### src/rtl/trmds_pkg.sv
// trmds_pkg: shared widths, sequencer codes and the control/status structs
// of the tree rerooting block. No dependencies.
package trmds_pkg;

  localparam int ID_W = 11;
  localparam int ST_W = 5;

  localparam logic [ST_W-1:0] ST_CLR      = 5'd0;
  localparam logic [ST_W-1:0] ST_IDLE     = 5'd1;
  localparam logic [ST_W-1:0] ST_LD_RA    = 5'd2;
  localparam logic [ST_W-1:0] ST_LD_WA    = 5'd3;
  localparam logic [ST_W-1:0] ST_LD_RB    = 5'd4;
  localparam logic [ST_W-1:0] ST_LD_WB    = 5'd5;
  localparam logic [ST_W-1:0] ST_BFS_INIT = 5'd6;
  localparam logic [ST_W-1:0] ST_BFS_POP  = 5'd7;
  localparam logic [ST_W-1:0] ST_BFS_U    = 5'd8;
  localparam logic [ST_W-1:0] ST_BFS_U2   = 5'd9;
  localparam logic [ST_W-1:0] ST_BFS_E    = 5'd10;
  localparam logic [ST_W-1:0] ST_BFS_V    = 5'd11;
  localparam logic [ST_W-1:0] ST_BFS_S    = 5'd12;
  localparam logic [ST_W-1:0] ST_REV_A    = 5'd13;
  localparam logic [ST_W-1:0] ST_REV_B    = 5'd14;
  localparam logic [ST_W-1:0] ST_REV_C    = 5'd15;
  localparam logic [ST_W-1:0] ST_REV_D    = 5'd16;
  localparam logic [ST_W-1:0] ST_FWD_INIT = 5'd17;
  localparam logic [ST_W-1:0] ST_FWD_A    = 5'd18;
  localparam logic [ST_W-1:0] ST_FWD_B    = 5'd19;
  localparam logic [ST_W-1:0] ST_FWD_C    = 5'd20;
  localparam logic [ST_W-1:0] ST_FWD_D    = 5'd21;
  localparam logic [ST_W-1:0] ST_FIN      = 5'd22;

  typedef struct packed {
    logic [ST_W-1:0] op;
    logic            take;
  } cmd_t;

  typedef struct packed {
    logic clr_done;
    logic ld_ok;
    logic last;
    logic q_empty;
    logic e_zero;
    logic v_ok;
    logic rev_done;
    logic fwd_done;
    logic out_free;
  } sts_t;

endpackage

### src/rtl/trmds_ctrl.sv
// trmds_ctrl: sequencer for edge loading, walk, subtree and reroot passes.
// Depends on trmds_pkg.
module trmds_ctrl (
  input  logic              clk,
  input  logic              rst_n,
  input  logic              in_valid,
  output logic              in_stall,
  input  trmds_pkg::sts_t   sts,
  output trmds_pkg::cmd_t   cmd
);
  import trmds_pkg::*;

  logic [ST_W-1:0] state_r;
  logic [ST_W-1:0] state_nxt;

  always_comb begin
    state_nxt = state_r;
    case (state_r)
      ST_CLR:      if (sts.clr_done) state_nxt = ST_IDLE;
      ST_IDLE:     if (in_valid) state_nxt = ST_LD_RA;
      ST_LD_RA: begin
        if (sts.ld_ok) state_nxt = ST_LD_WA;
        else if (sts.last) state_nxt = ST_BFS_INIT;
        else state_nxt = ST_IDLE;
      end
      ST_LD_WA:    state_nxt = ST_LD_RB;
      ST_LD_RB:    state_nxt = ST_LD_WB;
      ST_LD_WB:    state_nxt = sts.last ? ST_BFS_INIT : ST_IDLE;
      ST_BFS_INIT: state_nxt = ST_BFS_POP;
      ST_BFS_POP:  state_nxt = sts.q_empty ? ST_REV_A : ST_BFS_U;
      ST_BFS_U:    state_nxt = ST_BFS_U2;
      ST_BFS_U2:   state_nxt = ST_BFS_E;
      ST_BFS_E:    state_nxt = sts.e_zero ? ST_BFS_POP : ST_BFS_V;
      ST_BFS_V:    state_nxt = sts.v_ok ? ST_BFS_S : ST_BFS_E;
      ST_BFS_S:    state_nxt = ST_BFS_E;
      ST_REV_A:    state_nxt = sts.rev_done ? ST_FWD_INIT : ST_REV_B;
      ST_REV_B:    state_nxt = ST_REV_C;
      ST_REV_C:    state_nxt = ST_REV_D;
      ST_REV_D:    state_nxt = ST_REV_A;
      ST_FWD_INIT: state_nxt = ST_FWD_A;
      ST_FWD_A:    state_nxt = sts.fwd_done ? ST_FIN : ST_FWD_B;
      ST_FWD_B:    state_nxt = ST_FWD_C;
      ST_FWD_C:    state_nxt = ST_FWD_D;
      ST_FWD_D:    state_nxt = ST_FWD_A;
      ST_FIN:      if (sts.out_free) state_nxt = ST_CLR;
      default:     state_nxt = ST_CLR;
    endcase
  end

  always_ff @(posedge clk) begin
    if (!rst_n) begin
      state_r <= ST_CLR;
    end else begin
      state_r <= state_nxt;
    end
  end

  assign in_stall = (state_r != ST_IDLE);
  assign cmd.op   = state_r;
  assign cmd.take = (state_r == ST_IDLE) && in_valid;

endmodule

### config.mk
export PLATFORM = sky130hd
export DESIGN_NAME = trmds_ctrl
export DESIGN_NICKNAME = d
export VERILOG_FILES = /design/src/rtl/trmds_pkg.sv /design/src/rtl/trmds_ctrl.sv
export SDC_FILE = /design/constraint.sdc
export NUM_CORES = 1
export LEC_CHECK = 0
export BUFFER_PORTS_ARGS = -buffer_cell sky130_fd_sc_hd__clkbuf_2
export CELL_PAD_IN_SITES_DETAIL_PLACEMENT = 1
export CELL_PAD_IN_SITES_GLOBAL_PLACEMENT = 2
export CORE_MARGIN = 2
export CORE_UTILIZATION = 29
export CTS_BUF_LIST = sky130_fd_sc_hd__clkbuf_4 sky130_fd_sc_hd__clkbuf_8
export CTS_CLUSTER_DIAMETER = 60
export DETAILED_ROUTE_END_ITERATION = 16
export PLACE_DENSITY_LB_ADDON = 0.1
export SKIP_CTS_REPAIR_TIMING = 1
export SLEW_MARGIN = 20
export SYNTH_ARGS = -nofsm -noshare
export SYNTH_HDL_FRONTEND = slang
export SYNTH_SLANG_ARGS = --single-unit
export TNS_END_PERCENT = 5
### constraint.sdc
create_clock -name clk -period 4.35 [get_ports clk]
set_clock_uncertainty 0.1 [all_clocks]
set_input_delay 0.2175 -clock clk [delete_from_list [all_inputs] [get_ports clk]]
set_output_delay 0.2175 -clock clk [all_outputs]
set_load 0.02 [all_outputs]
======== Yosys cells after proc, flatten, opt, wreduce, memory -nomap -nowiden ========
Index checks and enable logic that the tools add are counted.
word-level totals
  output and inout bits ................... 7
  register bits ........................... 5
  word-level logic and storage cells ...... 43
  input bits .............................. 12
operators by class
  muxes and demuxes ....................... 11
  equal/unequal tests ..................... 26
  reductions and logical operators ........ 5
operator list
  kind                count
  $pmux 5 s21         1
  $eq 5x4->1 const B  8
  $eq 5x5->1 const B  7
  $eq 5x3->1 const B  4
  $mux 5              4
  $mux 3              5
  $eq 5x2->1 const B  2
  $ne 2x2->1 const B  3
  $eq 5x1->1 const B  1
  $logic_not 5->1     1
  $ne 5x1->1 const B  1
  $mux 4              1
  $reduce_or 2->1     2
  $reduce_and 3->1    1
  $logic_and 1x1->1   1

======== Logic depth before layout (Yosys ltp) ========
  word-level depth ........................ 3
  mapped depth ............................ 6
  gate-level depth less buffers ........... 5

======== Worst setup path after synthesis ========
OpenSTA, ideal clock, no wires.
  path type ............................... flip-flop to output port
  start ................................... reg state_r[1]
  end ..................................... out cmd[0] (netlist name)
  path buffers ............................ 1
  stages on the path, launching flop included .. 5
  arrival ................................. 1399 ps
  required time ........................... 4033 ps
  setup slack ............................. 2634 ps
  cell sequence ........................... dfxtp_1 > buf_6 > nand2b_2 > or2_2 > nor2_1
RTL lines
  item                    line              RTL
  from (decl)             trmds_ctrl.sv:13  logic [ST_W-1:0] state_r;
  from (signal assigned)  trmds_ctrl.sv:54  state_r <= state_nxt;
  to (decl)               trmds_ctrl.sv:9   output trmds_pkg::cmd_t cmd

==> impl_metrics.env <==
export IMPL_hold_path_class="in2reg"
export IMPL_period_needed_ns=2.10
export IMPL_status="finished, final reports clean"
export IMPL_reg_top3="state_r (5)"
export IMPL_grt_pass1_vias=723
export IMPL_start_kind="flop"
export IMPL_postSynthAreaPerCell_um2=6.79
export IMPL_rsz0062_at_grt="false"
export IMPL_worst_pin_slew_ns=0.671
export IMPL_cts_tree="yes"
export IMPL_drive_gt1_share_pct=26.2
export IMPL_io_pins=19
export IMPL_irDropWorstVdd_v=0.000186
export IMPL_hold_viol_final=0
export IMPL_wl_per_cell_um=14.6
export IMPL_cap_violations=0
export IMPL_slowest_delay_ns=0.75
export IMPL_die_h_um=49.1
export IMPL_cts_made_buffers=3
export IMPL_clk_path_buf_depth=2
export IMPL_seqCellArea_um2=100
export IMPL_remaining_drc_errors=0
export IMPL_grt_pass1_wl_mm=3.28
export IMPL_core_um2=1940
export IMPL_netlist_area_leader_share_pct=16.9
export IMPL_die_area_um2=2410
export IMPL_ys_flop_type="dfxtp_1"
export IMPL_fin_crit_sh_pct=48.3
export IMPL_largest_register_ffs=5
export IMPL_grt_usage_pct=17.2
export IMPL_synth_area_leaders="dfxtp_1, a21oi_1, nor2_1, nor3_1, o21ai_0"
export IMPL_totalWireLength_mm=1.89
export IMPL_netlist_top_cells_count="nor2_1, a21oi_1, nand2_1"
export IMPL_synth_most_common_cell="nor2_1"
export IMPL_crit_chain="nand2b_2 > or2_2 > nor2_1 > clkbuf_2"
export IMPL_cts_sinks=5
export IMPL_synth_cell_types=43
export IMPL_fmax_mhz=476
export IMPL_areaGrowthSynthToFinish_pct=18.0
export IMPL_cp_required_ns=4.03
export IMPL_ys_ff_latch=5
export IMPL_relSlewSlack_pct=55.2
export IMPL_synth_edf_count=0
export IMPL_ys_warn_count=0
export IMPL_vias=726
export IMPL_first_pass_iters=4
export IMPL_slowest_stage="dfxtp_1"
export IMPL_die_w_um=49.1
export IMPL_utilization_pct=35.9
export IMPL_async_flop_share_pct=0
export IMPL_p_leak_nw=0.286
export IMPL_netlist_area_um2=591
export IMPL_tns_ns=0
export IMPL_dp_hpwl_mm=1.44
export IMPL_nets=116
export IMPL_end_kind="primary output"
export IMPL_gp_congestion=0.769
export IMPL_num_antenna_cells=0
export IMPL_fill_cells=279
export IMPL_multiInputGateArea_um2=420
export IMPL_slew_viol_final=0
export IMPL_path_clk_slew_ns=0.05
export IMPL_grt_max_degree=21
export IMPL_path_max_fanout=18
export IMPL_setup_viol=0
export IMPL_yosysTopAreaCell="dfxtp_1"
export IMPL_top_register="state_r"
export IMPL_num_rows=16
export IMPL_clkLatencyLatePin_ns=0.24
export IMPL_port_buffers=18
export IMPL_p_per_area_nw_per_um2=309
export IMPL_arrival_ns=1.78
export IMPL_antenna_found_initial=0
export IMPL_yosysSeqAreaShare_pct=16.9
export IMPL_ant_nets=0
export IMPL_gr_total_overflow=0
export IMPL_syn_inst=87
export IMPL_cts_root_buf="clkbuf_4"
export IMPL_avgViaCountPerCell=5.58
export IMPL_path_class="reg2out"
export IMPL_h_tree_depth=1
export IMPL_drtIter0Drc=10
export IMPL_start_util_pct=30.4
export IMPL_syn_nets=99
-- through the flow --
stage | instance area [µm²] | hold slack (ns) | power (mW) | instances | setup slack [ns]
floorplan | 591 | 0.232 | 0.133 | 87 | 2.63
global placement | 667 | 0.420 | 0.155 | 126 | 2.46
finish | 697 | 0.164 | 0.216 | 130 | 2.25
global route | 697 | 0.167 | 0.233 | 130 | 2.16
detailed placement | 667 | 0.420 | 0.155 | 126 | 2.51
CTS | 697 | 0.157 | 0.219 | 130 | 2.26
-- final cells by class --
class | count | share of cell area, %
Tap cell | 27 | 4.85
Sequential cell | 5 | 14.4
Inverter | 6 | 3.23
Clock buffer | 4 | 4.31
Timing Repair Buffer | 18 | 12.9
Multi-Input combinational cell | 70 | 60.3
-- power breakdown --
group	leakage (nW)	total, mW	internal [mW]	switching (mW)
Sequential	0.0406	0.0692	0.0498	0.0194
Clock	0.0184	0.0617	0.0410	0.0207
Combinational	0.227	0.0847	0.0369	0.0478
Total	0.286	0.216	0.128	0.0879
-- worst paths after layout --
kind	start	endpoint	slack (ns)	cells after the start
min	rst_n	state_r[2]	0.16	2
max	state_r[0]	cmd[0]	2.25	4
min reg2reg	state_r[2]	state_r[4]	0.68	2
max reg2reg	state_r[0]	state_r[1]	2.47	4
-- cells in the final DEF (no fill, tap or decap), types with 2 or more instances in the layout --
master / instances
a21oi_1: 8
a31oi_1: 3
clkbuf_2: 18
clkbuf_4: 4
dfxtp_1: 5
inv_1: 5
nand2_1: 6
nand2b_1: 2
nor2_1: 10
nor3_1: 5
o21ai_0: 5
o21ai_1: 3
-- layer usage --
metal  vias up  global-route usage, %  wire [µm]  part of all wire (%)
met5         -                      0          0                     0
met4         0                   7.14          6                  0.32
met1       355                   22.4        914                    48
met2        12                   29.5        927                    49
li1        357                      -          -                     -
met3         2                  0.920         43                   2.3
-- worst max-delay path, delay by kind of cell, from the launching register on --
family        cells  cell delay, ns
flops             1            0.75
simple gates      3            0.62
buf+inv           1            0.17
-- cell families after synthesis --
group,Yosys count,share of synthesized area (%)
AOI/OAI and AO/OA,33,37.3
buffers and inverters,12,11.9
DFF,5,16.9
muxes,1,1.69
and+or+nand+nor,36,32.2
Note: power is estimated with default switching activity, not from simulation.
